[src/sv/deq_pkg.sv]
// Shared types and codes for the double-ended queue.
// Holds the transaction structs, command and status codes, controller states
// and the command/status bundles between controller and datapath. No dependencies.
package deq_pkg;

   localparam int NAME_W  = 48;
   localparam int COUNT_W = 5;

   localparam logic [2:0] CMD_PUSH_FRONT = 3'd0;
   localparam logic [2:0] CMD_POP_FRONT  = 3'd1;
   localparam logic [2:0] CMD_PUSH_BACK  = 3'd2;
   localparam logic [2:0] CMD_POP_BACK   = 3'd3;
   localparam logic [2:0] CMD_LIST_ALL   = 3'd4;

   localparam logic [1:0] STAT_OK    = 2'd0;
   localparam logic [1:0] STAT_EMPTY = 2'd1;
   localparam logic [1:0] STAT_FULL  = 2'd2;

   typedef struct packed {
      logic [2:0]        command;
      logic [NAME_W-1:0] name_chars;
   } req_type;

   typedef struct packed {
      logic [NAME_W-1:0]  entry_value;
      logic [1:0]         status;
      logic               last_of_run;
      logic [COUNT_W-1:0] entry_count;
   } rsp_type;

   typedef enum logic [1:0] {
      ST_IDLE,
      ST_POP,
      ST_LIST
   } deq_state_type;

   // Commands from the controller to the datapath.
   typedef struct packed {
      logic       push_front;
      logic       push_back;
      logic       pop_front;
      logic       pop_back;
      logic       list_start;
      logic       list_issue;
      logic       load_data;
      logic       load_status;
      logic [1:0] status_code;
   } deq_cmd_type;

   // Status from the datapath to the controller.
   typedef struct packed {
      logic full;
      logic empty;
      logic out_free;
      logic rd_pend;
      logic rd_last;
      logic list_more;
   } deq_stat_type;

endpackage

[src/sv/deq_ram.sv]
// Generic single-port-write, single-port-read RAM with registered read data.
// Read data holds its value in cycles without a read. No dependencies.
module deq_ram #(
   parameter int WIDTH = 48,
   parameter int DEPTH = 16
) (
   input  logic                     clock,
   input  logic                     wr_en,
   input  logic [$clog2(DEPTH)-1:0] wr_addr,
   input  logic [WIDTH-1:0]         wr_data,
   input  logic                     rd_en,
   input  logic [$clog2(DEPTH)-1:0] rd_addr,
   output logic [WIDTH-1:0]         rd_data
);

   logic [WIDTH-1:0] mem_ff [DEPTH];
   logic [WIDTH-1:0] rd_data_ff;

   always_ff @(posedge clock) begin
      if (wr_en) begin
         mem_ff[wr_addr] <= wr_data;
      end
      if (rd_en) begin
         rd_data_ff <= mem_ff[rd_addr];
      end
   end

   assign rd_data = rd_data_ff;

endmodule

[src/sv/deq_ctrl.sv]
// Controller state machine of the double-ended queue.
// Decodes accepted commands and sequences pops and listings; uses deq_pkg.
module deq_ctrl (
   input  logic                  clock,
   input  logic                  reset,
   input  logic                  req_valid,
   input  logic [2:0]            req_command,
   output logic                  req_stall,
   input  deq_pkg::deq_stat_type stat,
   output deq_pkg::deq_cmd_type  cmd
);

   import deq_pkg::*;

   deq_state_type state_ff;
   deq_state_type state_in;
   logic          accept;

   assign accept = (state_ff == ST_IDLE) && req_valid && stat.out_free;

   always_ff @(posedge clock) begin
      if (reset) begin
         state_ff <= ST_IDLE;
      end else begin
         state_ff <= state_in;
      end
   end

   // Next state.
   always_comb begin
      state_in = state_ff;
      case (state_ff)
         ST_IDLE: begin
            if (accept) begin
               if ((req_command == CMD_POP_FRONT || req_command == CMD_POP_BACK)
                   && !stat.empty) begin
                  state_in = ST_POP;
               end else if (req_command == CMD_LIST_ALL && !stat.empty) begin
                  state_in = ST_LIST;
               end
            end
         end
         ST_POP: begin
            if (stat.rd_pend && stat.out_free) begin
               state_in = ST_IDLE;
            end
         end
         ST_LIST: begin
            if (stat.rd_pend && stat.out_free && stat.rd_last) begin
               state_in = ST_IDLE;
            end
         end
         default: state_in = ST_IDLE;
      endcase
   end

   // Outputs.
   always_comb begin
      cmd       = '0;
      req_stall = 1'b1;
      case (state_ff)
         ST_IDLE: begin
            req_stall = !stat.out_free;
            if (accept) begin
               case (req_command)
                  CMD_PUSH_FRONT, CMD_PUSH_BACK: begin
                     cmd.load_status = 1'b1;
                     if (stat.full) begin
                        cmd.status_code = STAT_FULL;
                     end else begin
                        cmd.status_code = STAT_OK;
                        cmd.push_front  = (req_command == CMD_PUSH_FRONT);
                        cmd.push_back   = (req_command == CMD_PUSH_BACK);
                     end
                  end
                  CMD_POP_FRONT, CMD_POP_BACK: begin
                     if (stat.empty) begin
                        cmd.load_status = 1'b1;
                        cmd.status_code = STAT_EMPTY;
                     end else begin
                        cmd.pop_front = (req_command == CMD_POP_FRONT);
                        cmd.pop_back  = (req_command == CMD_POP_BACK);
                     end
                  end
                  CMD_LIST_ALL: begin
                     if (stat.empty) begin
                        cmd.load_status = 1'b1;
                        cmd.status_code = STAT_EMPTY;
                     end else begin
                        cmd.list_start = 1'b1;
                     end
                  end
                  default: begin
                     // Unused codes are taken and dropped without a result.
                  end
               endcase
            end
         end
         ST_POP: begin
            cmd.load_data = stat.rd_pend && stat.out_free;
         end
         ST_LIST: begin
            cmd.load_data  = stat.rd_pend && stat.out_free;
            // A new read may go out once the previous one has been consumed.
            cmd.list_issue = stat.list_more &&
                             (!stat.rd_pend || (stat.rd_pend && stat.out_free));
         end
         default: begin
            req_stall = 1'b1;
         end
      endcase
   end

endmodule

[src/sv/deq_dp.sv]
// Datapath of the double-ended queue: ring pointers, entry count, entry
// store and the result register. Uses deq_pkg and deq_ram.
module deq_dp #(
   parameter int QUEUE_DEPTH = 16,
   parameter int NAME_BYTES  = 6
) (
   input  logic                  clock,
   input  logic                  reset,
   input  deq_pkg::req_type      req_data,
   output logic                  rsp_valid,
   input  logic                  rsp_stall,
   output deq_pkg::rsp_type      rsp_data,
   input  deq_pkg::deq_cmd_type  cmd,
   output deq_pkg::deq_stat_type stat
);

   import deq_pkg::*;

   localparam int PW = $clog2(QUEUE_DEPTH);
   localparam int CW = $clog2(QUEUE_DEPTH + 1);
   localparam int SW = PW + 1;
   localparam int NW = 8 * NAME_BYTES;

   logic [PW-1:0] front_ff, front_in;
   logic [CW-1:0] count_ff, count_in;
   logic [PW-1:0] list_ptr_ff, list_ptr_in;
   logic [CW-1:0] list_left_ff, list_left_in;
   logic          rd_pend_ff, rd_pend_in;
   logic          rd_last_ff, rd_last_in;
   logic          out_valid_ff, out_valid_in;
   rsp_type       out_data_ff, out_data_in;

   logic [SW-1:0] back_sum;
   logic [SW-1:0] tail_sum;
   logic [PW-1:0] back_slot;
   logic [PW-1:0] tail_slot;
   logic [PW-1:0] front_dec;
   logic [PW-1:0] front_inc;
   logic [PW-1:0] list_ptr_inc;

   logic          wr_en;
   logic [PW-1:0] wr_addr;
   logic          rd_en;
   logic [PW-1:0] rd_addr;
   logic [NW-1:0] rd_data;

   assign back_sum  = SW'(front_ff) + SW'(count_ff);
   assign tail_sum  = back_sum - SW'(1);
   assign back_slot = (back_sum >= SW'(QUEUE_DEPTH)) ? PW'(back_sum - SW'(QUEUE_DEPTH))
                                                     : PW'(back_sum);
   assign tail_slot = (tail_sum >= SW'(QUEUE_DEPTH)) ? PW'(tail_sum - SW'(QUEUE_DEPTH))
                                                     : PW'(tail_sum);
   assign front_dec    = (front_ff == '0) ? PW'(QUEUE_DEPTH - 1) : front_ff - PW'(1);
   assign front_inc    = (front_ff == PW'(QUEUE_DEPTH - 1)) ? '0 : front_ff + PW'(1);
   assign list_ptr_inc = (list_ptr_ff == PW'(QUEUE_DEPTH - 1)) ? '0
                                                               : list_ptr_ff + PW'(1);

   assign wr_en   = cmd.push_front || cmd.push_back;
   assign wr_addr = cmd.push_front ? front_dec : back_slot;

   assign rd_en = cmd.pop_front || cmd.pop_back || cmd.list_issue;
   always_comb begin
      if (cmd.pop_front) begin
         rd_addr = front_ff;
      end else if (cmd.pop_back) begin
         rd_addr = tail_slot;
      end else begin
         rd_addr = list_ptr_ff;
      end
   end

   deq_ram #(
      .WIDTH (NW),
      .DEPTH (QUEUE_DEPTH)
   ) u_store (
      .clock   (clock),
      .wr_en   (wr_en),
      .wr_addr (wr_addr),
      .wr_data (req_data.name_chars[NW-1:0]),
      .rd_en   (rd_en),
      .rd_addr (rd_addr),
      .rd_data (rd_data)
   );

   always_comb begin
      front_in     = front_ff;
      count_in     = count_ff;
      list_ptr_in  = list_ptr_ff;
      list_left_in = list_left_ff;
      rd_pend_in   = rd_pend_ff;
      rd_last_in   = rd_last_ff;

      if (cmd.push_front) begin
         front_in = front_dec;
         count_in = count_ff + CW'(1);
      end else if (cmd.push_back) begin
         count_in = count_ff + CW'(1);
      end else if (cmd.pop_front) begin
         front_in = front_inc;
         count_in = count_ff - CW'(1);
      end else if (cmd.pop_back) begin
         count_in = count_ff - CW'(1);
      end

      if (cmd.list_start) begin
         list_ptr_in  = front_ff;
         list_left_in = count_ff;
      end else if (cmd.list_issue) begin
         list_ptr_in  = list_ptr_inc;
         list_left_in = list_left_ff - CW'(1);
      end

      if (cmd.pop_front || cmd.pop_back) begin
         rd_pend_in = 1'b1;
         rd_last_in = 1'b1;
      end else if (cmd.list_issue) begin
         rd_pend_in = 1'b1;
         rd_last_in = (list_left_ff == CW'(1));
      end else if (cmd.load_data) begin
         rd_pend_in = 1'b0;
      end
   end

   // Result register: a finished result waits here until it is taken.
   always_comb begin
      out_data_in = out_data_ff;
      if (cmd.load_status) begin
         out_data_in.entry_value = '0;
         out_data_in.status      = cmd.status_code;
         out_data_in.last_of_run = 1'b1;
         out_data_in.entry_count = COUNT_W'(count_in);
      end else if (cmd.load_data) begin
         out_data_in.entry_value = NAME_W'(rd_data);
         out_data_in.status      = STAT_OK;
         out_data_in.last_of_run = rd_last_ff;
         out_data_in.entry_count = COUNT_W'(count_ff);
      end
   end

   assign out_valid_in = (cmd.load_status || cmd.load_data) ? 1'b1
                                                            : (out_valid_ff && rsp_stall);

   always_ff @(posedge clock) begin
      if (reset) begin
         front_ff     <= '0;
         count_ff     <= '0;
         list_left_ff <= '0;
         rd_pend_ff   <= 1'b0;
         out_valid_ff <= 1'b0;
      end else begin
         front_ff     <= front_in;
         count_ff     <= count_in;
         list_left_ff <= list_left_in;
         rd_pend_ff   <= rd_pend_in;
         out_valid_ff <= out_valid_in;
      end
   end

   always_ff @(posedge clock) begin
      list_ptr_ff <= list_ptr_in;
      rd_last_ff  <= rd_last_in;
      out_data_ff <= out_data_in;
   end

   assign rsp_valid = out_valid_ff;
   assign rsp_data  = out_data_ff;

   assign stat.full      = (count_ff == CW'(QUEUE_DEPTH));
   assign stat.empty     = (count_ff == '0);
   assign stat.out_free  = !out_valid_ff || !rsp_stall;
   assign stat.rd_pend   = rd_pend_ff;
   assign stat.rd_last   = rd_last_ff;
   assign stat.list_more = (list_left_ff != '0);

endmodule

[src/sv/double_ended_queue.sv]
// Bounded double-ended queue of short names held in a ring buffer of QUEUE_DEPTH
// entries. Each request transaction pushes or pops at the front or back, or lists
// all entries front to back. A push or a refused command (full, empty) yields
// its single result one cycle after acceptance and the next request may be taken
// at once. A pop reads the entry store on acceptance and loads the registered
// read data in ST_POP. A listing of N entries yields N results, the first after
// the walk set-up and a registered read, then one per cycle while responses are
// not stalled; no request is taken until its last result is loaded. A waiting
// result sits in an output register, so a stalled response side stalls requests
// only while that register is full. The entry store is not cleared at reset.
// Depends on deq_pkg, deq_ctrl, deq_dp and deq_ram.
module double_ended_queue #(
   parameter int QUEUE_DEPTH = 16,
   parameter int NAME_BYTES  = 6
) (
   input  logic             clock,
   input  logic             reset,
   input  logic             req_valid,
   output logic             req_stall,
   input  deq_pkg::req_type req_data,
   output logic             rsp_valid,
   input  logic             rsp_stall,
   output deq_pkg::rsp_type rsp_data
);

   import deq_pkg::*;

   deq_cmd_type  cmd;
   deq_stat_type stat;

   deq_ctrl u_ctrl (
      .clock       (clock),
      .reset       (reset),
      .req_valid   (req_valid),
      .req_command (req_data.command),
      .req_stall   (req_stall),
      .stat        (stat),
      .cmd         (cmd)
   );

   deq_dp #(
      .QUEUE_DEPTH (QUEUE_DEPTH),
      .NAME_BYTES  (NAME_BYTES)
   ) u_dp (
      .clock     (clock),
      .reset     (reset),
      .req_data  (req_data),
      .rsp_valid (rsp_valid),
      .rsp_stall (rsp_stall),
      .rsp_data  (rsp_data),
      .cmd       (cmd),
      .stat      (stat)
   );

endmodule

[config.mk]
export PLATFORM = sky130hd
export DESIGN_NAME = double_ended_queue
export DESIGN_NICKNAME = d
export VERILOG_FILES = /design/src/sv/deq_pkg.sv /design/src/sv/deq_ram.sv /design/src/sv/deq_ctrl.sv /design/src/sv/deq_dp.sv /design/src/sv/double_ended_queue.sv
export SDC_FILE = /design/constraint.sdc
export NUM_CORES = 1
export LEC_CHECK = 0
export ABC_CLOCK_PERIOD_IN_PS = 5350
export BUFFER_PORTS_ARGS = -buffer_cell sky130_fd_sc_hd__buf_2
export CORE_MARGIN = 2
export CORE_UTILIZATION = 50
export DETAILED_ROUTE_END_ITERATION = 6
export GPL_TIMING_DRIVEN = 0
export PLACE_DENSITY = 0.69
export SKIP_LAST_GASP = 1
export SLEW_MARGIN = 20
export SYNTH_ARGS = -nofsm -noshare
export SYNTH_HDL_FRONTEND = slang
export SYNTH_SLANG_ARGS = --single-unit
[constraint.sdc]
create_clock -name clock -period 5.35 [get_ports clock]
set_input_delay 0 -clock clock [delete_from_list [all_inputs] [get_ports clock]]
set_output_delay 0 -clock clock [all_outputs]
set_load 0.02 [all_outputs]
==> results.py, run 1 <==
metrics = {
    "worst_setup_path": {
        "worstSetupPathType": "register to register",
        "required_ns": 5.82,
        "crit_path_max_fanout": 10,
        "crit_path_start_kind": "register",
        "cp_data_arrival_time_ns": 5.21,
        "critPathCaptureType": "register",
        "reg2reg_depth": 13,
    },
    "synthesis": {
        "synth_edf_count": 827,
        "synthFlopType": "edfxtp_1",
        "synth-seq-cells": 895,
        "netlist_instances": 2329,
        "synth_compound_area_share_pct": 3.036,
        "synth_adder_area_share_pct": 0.6169,
        "synth_top_family_by_area": "multiplexers",
        "synthMuxAreaShare_pct": 12.23,
        "ys_types": 55,
        "synthArstFlopShare_pct": 0,
        "ys_seq_area_share_pct": 73.38,
        "ys_warn_count": 0,
        "yosys.area_share.simple_pct": 7.771,
        "synth.avg_cell_area_um2": 15.33,
        "synthesis.area_mm2": 0.03570,
        "synth_fp_nets": 2401,
        "synth_xor_area_share_pct": 0.4241,
    },
    "pwr": {
        "pwr-share-comb_pct": 6.3,
        "leakage_uw": 0.01519,
        "p_seq_share_pct": 52.3,
        "internal_power_uw": 11670,
        "powerDensity_mw_per_mm2": 356.7,
        "p_switching_uw": 3203,
        "clock_power_share_pct": 41.4,
        "sw_frac_of_total_pct": 21.54,
        "vdd_drop_max_mv": 0.2324,
    },
    "die": {
        "ios": 113,
        "core_area_mm2": 0.07039,
        "fp.dieArea_mm2": 0.07354,
        "die_w_um": 271.2,
        "floorplan.initialDensity_pct": 50.71,
        "fp.dieH_um": 271.2,
        "num_rows": 97,
    },
    "finish": {
        "fillCellCount": 5225,
        "syn2layout_area_growth_pct": 16.81,
        "drive_above_1_share_pct": 12.92,
        "seq_area_mm2": 0.02620,
        "nNetsFinal": 2690,
        "design_area_mm2": 0.04170,
        "final_common_cell": "edfxtp_1",
        "final_core_util_pct": 59.23,
        "final_cell_mix": "edfxtp_1, mux2i_1, nand2_1",
        "multiInputGateArea_mm2": 0.008721,
        "antenna_cells": 0,
    },
    "grt": {
        "grt_pass1_vias": 21070,
        "grt_start_max_net_pins": 30,
        "grt_usage_pct": 22.96,
        "grt_pass1_wl_um": 127300,
        "grt-ovfl-total": 0,
        "antenna_found_initial": 0,
    },
    "cts": {
        "cts-buffers-inserted": 88,
        "root_buffer": "clkbuf_16",
        "clkTransAtPathRegs_ns": 0.06,
        "cts_sinks": 895,
        "cts_tree": "built",
        "cts_buffer_depth": 3,
        "clk_latency_ns": 0.63,
        "htree_levels": 3,
        "post-cts-setup-buffers": 0,
    },
    "detailed_routing": {
        "ant_nets": 0,
        "wl_um": 85000,
        "drt-initial-drc-count": 1734,
        "avgRoutedWirePerCell_um": 23.40,
        "drc_errors": 0,
        "dr.pass1.iters": 7,
        "via_per_inst": 5.672,
        "vias": 20610,
    },
    "timing": {
        "setup_ws_ns": 0.6108,
        "hold_violations": 0,
        "drv_slew": 0,
        "fin_crit_sh_pct": 88.58,
        "setup_viol": 0,
        "worst_pin_slew_ns": 1.098,
        "fmax_ghz": 0.2110,
        "worst_hold_slack_ns": 0.08020,
        "clock_skew_ns": 0.01958,
        "max_slew_margin_pct": 26.79,
        "layout_min_cycle_time_ns": 4.739,
        "tns_ns": 0,
        "rsz0062_at_grt": "no",
    },
    "run": {
        "drv_cap": 0,
    },
    "worst_hold_path": {
        "hold_class": "input pin to register",
        "min_path_cells": 4,
    },
    "placed_design": {
        "pre_cts_slack_ns": 0.7670,
        "place.gp.congestion": 0.8607,
        "port_buffers": 110,
        "dpl-instance-area_mm2": 0.03824,
        "hpwlAfterDp_um": 56820,
    },
    "status": {
        "outcome": "complete, no violations",
    },
}
final timing paths:
kind	endpoint	from	slack, ns
max	u_dp.u_store.rd_data[37]$_DFFE_PP_	u_dp.count_ff[0]$_SDFF_PP0_	0.61
min	u_dp.rsp_data[5]$_SDFFE_PP1P_	req_valid	0.08
max reg2reg	u_dp.u_store.rd_data[37]$_DFFE_PP_	u_dp.count_ff[0]$_SDFF_PP0_	0.61
min reg2reg	u_dp.rsp_data[14]$_SDFFE_PP0P_	u_dp.rsp_data[14]$_SDFFE_PP0P_	0.45
cell type report:
class / instances / share of cell area [%]
inverters: 14 / 0.1260
clock inverters: 43 / 1.026
multi-input cells: 1291 / 20.92
flip-flops and latches: 895 / 62.83
clock buffers: 122 / 5.912
well taps: 940 / 2.821
plain buffers: 129 / 2.047
repair buffers: 199 / 4.327
Yosys cell counts (2+ instances only):
cell type / n / area, um^2
nor3b_1: 2 / 15.01
a32oi_1: 47 / 411.6
a21o_1: 4 / 30.03
a211oi_1: 7 / 52.55
buf_4: 3 / 22.52
nor3_1: 8 / 40.04
edfxtp_1: 827 / 24830
mux2i_1: 435 / 4354
nand2b_1: 4 / 25.02
and2_1: 5 / 31.28
o211ai_1: 2 / 15.01
or2_2: 2 / 12.51
nand2_1: 417 / 1565
ha_1: 16 / 200.2
buf_1: 17 / 63.81
xnor2_1: 7 / 61.31
and3_1: 6 / 37.54
buf_6: 37 / 416.7
a21oi_1: 70 / 350.3
o21ai_0: 16 / 80.08
xor2_1: 5 / 43.79
nand4_1: 4 / 25.02
dfxtp_1: 68 / 1361
buf_8: 4 / 60.06
buf_2: 15 / 75.07
a31oi_1: 4 / 25.02
nor2b_1: 4 / 25.02
inv_1: 14 / 52.55
nand3_1: 153 / 765.7
nor4_1: 3 / 18.77
clkbuf_1: 52 / 195.2
nor2_1: 48 / 180.2
layer usage:
| metal | up-vias | wire [um] | track usage [%] |
|---|---|---|---|
| li1 | 9325 | - | - |
| met1 | 10360 | 34890 | 30.12 |
| met2 | 760 | 42200 | 39.15 |
| met3 | 158 | 5475 | 3.538 |
| met4 | 0 | 2438 | 8.039 |
| met5 | - | 0 | 0 |
sequential cells by signal, summed over array words and instances, names as in the netlist:
signal and cells:
u_dp.u_store.mem_ff 768, u_dp.rsp_data 56, u_dp.u_store.rd_data 48, u_dp.count_ff 5
u_dp.list_left_ff 5, u_dp.front_ff 4, u_dp.list_ptr_ff 4, u_ctrl.state_ff 2
u_dp.rd_last_ff 1, u_dp.rd_pend_ff 1, u_dp.rsp_valid 1
worst max-delay path: stages, from the launching register on:
cell and delay (ns):
dfxtp_1 0.41, ha_1 0.28, fa_1 0.58, inv_1 0.09, ha_1 0.23, xor3_1 0.37, mux2i_1 0.15, nor2_1 0.08
a21o_1 0.18, a21oi_1 0.53, clkbuf_1 0.77, buf_1 0.53, nand3_1 0.21, nand3_1 0.16
kinds of logic after synthesis:
group / count (synthesis)
mux: 436
buf+inv: 143
simple gates: 660
xor+xnor: 14
flops: 895
fa+ha+maj: 17
compound gates: 164
timing repair:
action	CTS	global route
hold endpoints to repair	780	0
hold buffers	56	0
resized for setup	0	0
power by group through the flow:
stage,Sequential (uW),Clock (uW),Combinational (uW)
floorplan,7940,0,500
global placement,7930,0,829
detailed placement,7930,0,895
CTS,7780,6230,936
global route,7780,6510,1010
finish,7780,6160,935
metrics by stage:
stage,power (uW),cells
2_1_floorplan,8441,2329
4_1_cts,14940,3633
3_3_place_gp,8761,3379
3_5_place_dp,8822,3412
6_report,14870,3633
5_1_grt,15300,3633
No activity file was read; power rests on OpenSTA's default activity.
==> run 2, diff against run 1 <==
--- a/config.mk
+++ b/config.mk
@@ -5,13 +5,13 @@
 export SDC_FILE = /design/constraint.sdc
 export NUM_CORES = 1
 export LEC_CHECK = 0
+export ABC_AREA = 1
 export ABC_CLOCK_PERIOD_IN_PS = 5350
-export BUFFER_PORTS_ARGS = -buffer_cell sky130_fd_sc_hd__buf_2
 export CORE_MARGIN = 2
-export CORE_UTILIZATION = 50
+export CORE_UTILIZATION = 35
 export DETAILED_ROUTE_END_ITERATION = 6
+export DONT_BUFFER_PORTS = 1
 export GPL_TIMING_DRIVEN = 0
-export PLACE_DENSITY = 0.69
 export SKIP_LAST_GASP = 1
 export SLEW_MARGIN = 20
 export SYNTH_ARGS = -nofsm -noshare
==> results.py, run 2 <==
metrics = {
    "synthesis": {
        "ys_types": 39,
        "synth_fp_nets": 3760,
        "yosys-top-cells-count": "nand3_1, edfxtp_1, inv_1",
        "yosysTopAreaCell": "edfxtp_1",
        "ys_warn_count": 0,
        "yosysMostFrequentCell": "nand3_1",
        "synthArstFlopShare_pct": 0,
        "ys_seq_area_share_pct": 67.71,
        "synthFlopType": "edfxtp_1",
        "synth-seq-cells": 895,
        "netlist_instances": 3688,
        "yosys-top-cells-area": "edfxtp_1, nand3_1, inv_1",
        "yosysTopAreaCellShare_pct": 64.19,
        "synth_edf_count": 827,
        "synthesis.area_mm2": 0.03869,
        "synth.avg_cell_area_um2": 10.49,
    },
    "die": {
        "floorplan.initialDensity_pct": 35.39,
        "fp.dieArea_mm2": 0.1132,
        "die_w_um": 336.5,
        "ios": 113,
        "core_area_mm2": 0.1093,
        "num_rows": 121,
        "fp.dieH_um": 336.5,
    },
    "worst_hold_path": {
        "hold_path.startpoint": "reset",
        "hold_class": "input pin to register",
    },
    "worst_setup_path": {
        "crit_path_max_fanout": 19,
        "crit_path_start_kind": "register",
        "critical-path-max-stage-delay_ns": 0.68,
        "worstSetupStartpoint": "u_ctrl.state_ff[0]$_SDFFE_PP0P_",
        "critPathCaptureType": "register",
        "cp_slowest_cell": "nor2_4",
        "required_ns": 5.73,
        "critical_path.cell_chain": "inv_1, ha_1, nand2_1, nor2_4, nand2_1, nor2_4, nand2_1, inv_2, o21ai_0, o21ai_0, nand3_1, nor2_4, buf_12, buf_16",
        "cp_data_arrival_time_ns": 4.37,
        "worstSetupPathType": "register to register",
        "r2r-start": "u_ctrl.state_ff[0]$_SDFFE_PP0P_",
    },
    "timing": {
        "layout_min_cycle_time_ns": 3.988,
        "hold_violations": 0,
        "fmax_ghz": 0.2508,
        "clock_skew_ns": 0.03966,
        "drv_slew": 0,
        "fin_crit_sh_pct": 74.53,
        "worst_pin_slew_ns": 1.047,
        "setup_viol": 0,
        "tns_ns": 0,
        "rsz0062_at_grt": "no",
        "max_slew_margin_pct": 30.19,
    },
    "placed_design": {
        "dpl-instance-area_mm2": 0.04151,
        "place.gp.congestion": 0.8362,
        "hpwlAfterDp_um": 78070,
        "port_buffers": 0,
        "place_inst": 5202,
    },
    "finish": {
        "final_cell_mix": "nand3_1, edfxtp_1, inv_1",
        "regMostFlops": "u_dp.u_store.mem_ff",
        "largest_register_ffs": 768,
        "drive_above_1_share_pct": 8.752,
        "design_area_mm2": 0.04530,
        "fillCellCount": 10360,
        "nNetsFinal": 3955,
        "syn2layout_area_growth_pct": 17.11,
        "stdcell_count": 5443,
        "final_common_cell": "nand3_1",
    },
    "grt": {
        "antenna_found_initial": 10,
        "grt_usage_pct": 20.38,
        "grt_start_max_net_pins": 31,
        "grt_pass1_wl_um": 169800,
        "grt-ovfl-total": 0,
        "grt_pass1_vias": 25630,
    },
    "cts": {
        "clk_latency_ns": 0.69,
        "cts-buffers-inserted": 95,
        "root_buffer": "clkbuf_16",
        "cts_sinks": 895,
        "cts_tree": "built",
        "cts_buffer_depth": 3,
        "htree_levels": 3,
        "cts_resized": 0,
        "clkTransAtPathRegs_ns": 0.07,
    },
    "pwr": {
        "internal_power_uw": 11980,
        "powerDensity_mw_per_mm2": 350.1,
        "p_seq_share_pct": 49.9,
        "vdd_drop_max_mv": 0.2350,
        "leakage_uw": 0.01908,
        "pwr-share-comb_pct": 8.1,
        "p_switching_uw": 3886,
        "clock_power_share_pct": 42.0,
        "sw_frac_of_total_pct": 24.50,
    },
    "detailed_routing": {
        "vias": 27130,
        "wl_um": 116300,
        "ant_nets": 0,
        "dr.pass1.iters": 5,
        "drc_errors": 0,
        "via_per_inst": 4.984,
        "avgRoutedWirePerCell_um": 21.37,
        "drt-initial-drc-count": 3129,
    },
    "run": {
        "drv_cap": 0,
    },
    "status": {
        "outcome": "complete, no violations",
    },
}
## run 2: changes by cell type after synthesis, sizes merged, moves of 7 or more
cell    before  now
buf         77  137
nand3      153  932
a21oi       70   12
a22o         0   48
a32oi       47    0
o22ai        0    8
mux2i      435    0
inv         14  823
o21ai       17   25
nand2      417  645
clkbuf      52   59
## run 2: worst paths after layout
path	end	slack [ns]	depth (start not counted)
worst min register to register	u_dp.rsp_data[35]$_SDFFE_PP0P_	0.47	1
worst max-delay path	u_dp.u_store.mem_ff[1][41]$_DFFE_PP_	1.36	14
worst max register to register	u_dp.u_store.mem_ff[1][41]$_DFFE_PP_	1.36	14
worst min-delay path	u_dp.list_left_ff[3]$_SDFFE_PP0P_	0.22	4
## run 2: per-layer routing
layer / GRT usage, % / vias up / part of all wire [%]
li1: - / 12560 / -
met1: 27.44 / 13080 / 41
met2: 32.92 / 1266 / 46
met3: 4.285 / 215 / 9.3
met4: 6.525 / 8 / 3.0
met5: 0 / - / 0.047
## run 2: per-stage QoR
step / power (uW) / hold slack [ns] / utilization, % / setup slack [ns]
final: 15860 / 0.2216 / 41.45 / 1.362
after global routing: 16320 / 0.2359 / 41.44 / 1.093
after CTS: 15920 / 0.1875 / 41.44 / 1.454
after detailed placement: 9222 / 0.1000 / 37.98 / 1.458
after global placement: 9173 / 0.1006 / 37.08 / -1.991
after floorplan: 8740 / 0.09887 / - / 0.9761
## run 2: repair_timing
| item | in CTS | in global routing |
|---|---|---|
| hold buffers | 60 | 0 |
| buffers inserted | 0 | 0 |
| hold endpoints to repair | 790 | 0 |
## run 2: power by group through the flow
stage / registers, uW / clock network, uW / logic, uW
after floorplan: 8050 / 0 / 691
after global placement: 8080 / 0 / 1090
after detailed placement: 8070 / 0 / 1160
after CTS: 7920 / 6710 / 1280
after global routing: 7930 / 6990 / 1400
final: 7920 / 6660 / 1290
## run 2: layout make-up
type	count	area [um^2]	share of cell area (%)
Antenna cell	2	5.005	0.01105
Buffer	196	923.4	2.038
Clock buffer	135	2728	6.021
Clock inverter	44	454.2	1.003
Inverter	824	3095	6.833
Multi-Input combinational cell	1773	8602	18.99
Sequential cell	895	26200	57.82
Tap cell	1476	1847	4.076
Timing Repair Buffer	98	1454	3.209
## run 2: critical path: cells and delay by family (launching register included)
kind / cells / cell delay (ns)
buffers and inverters: 4 / 0.72
adders and majority gates: 1 / 0.25
and+or+nand+nor: 7 / 2.09
AOI/OAI and AO/OA: 2 / 0.31
DFF: 1 / 0.31
## run 2: cells by family after synthesis
kind of cell / share of synthesized area (%)
AOI/OAI and AO/OA: 1.954
xor gates and xnor gates: 0.2491
adders and majority gates: 0.5692
buffers and inverters: 10.38
DFF: 67.71
and+or+nand+nor: 19.13
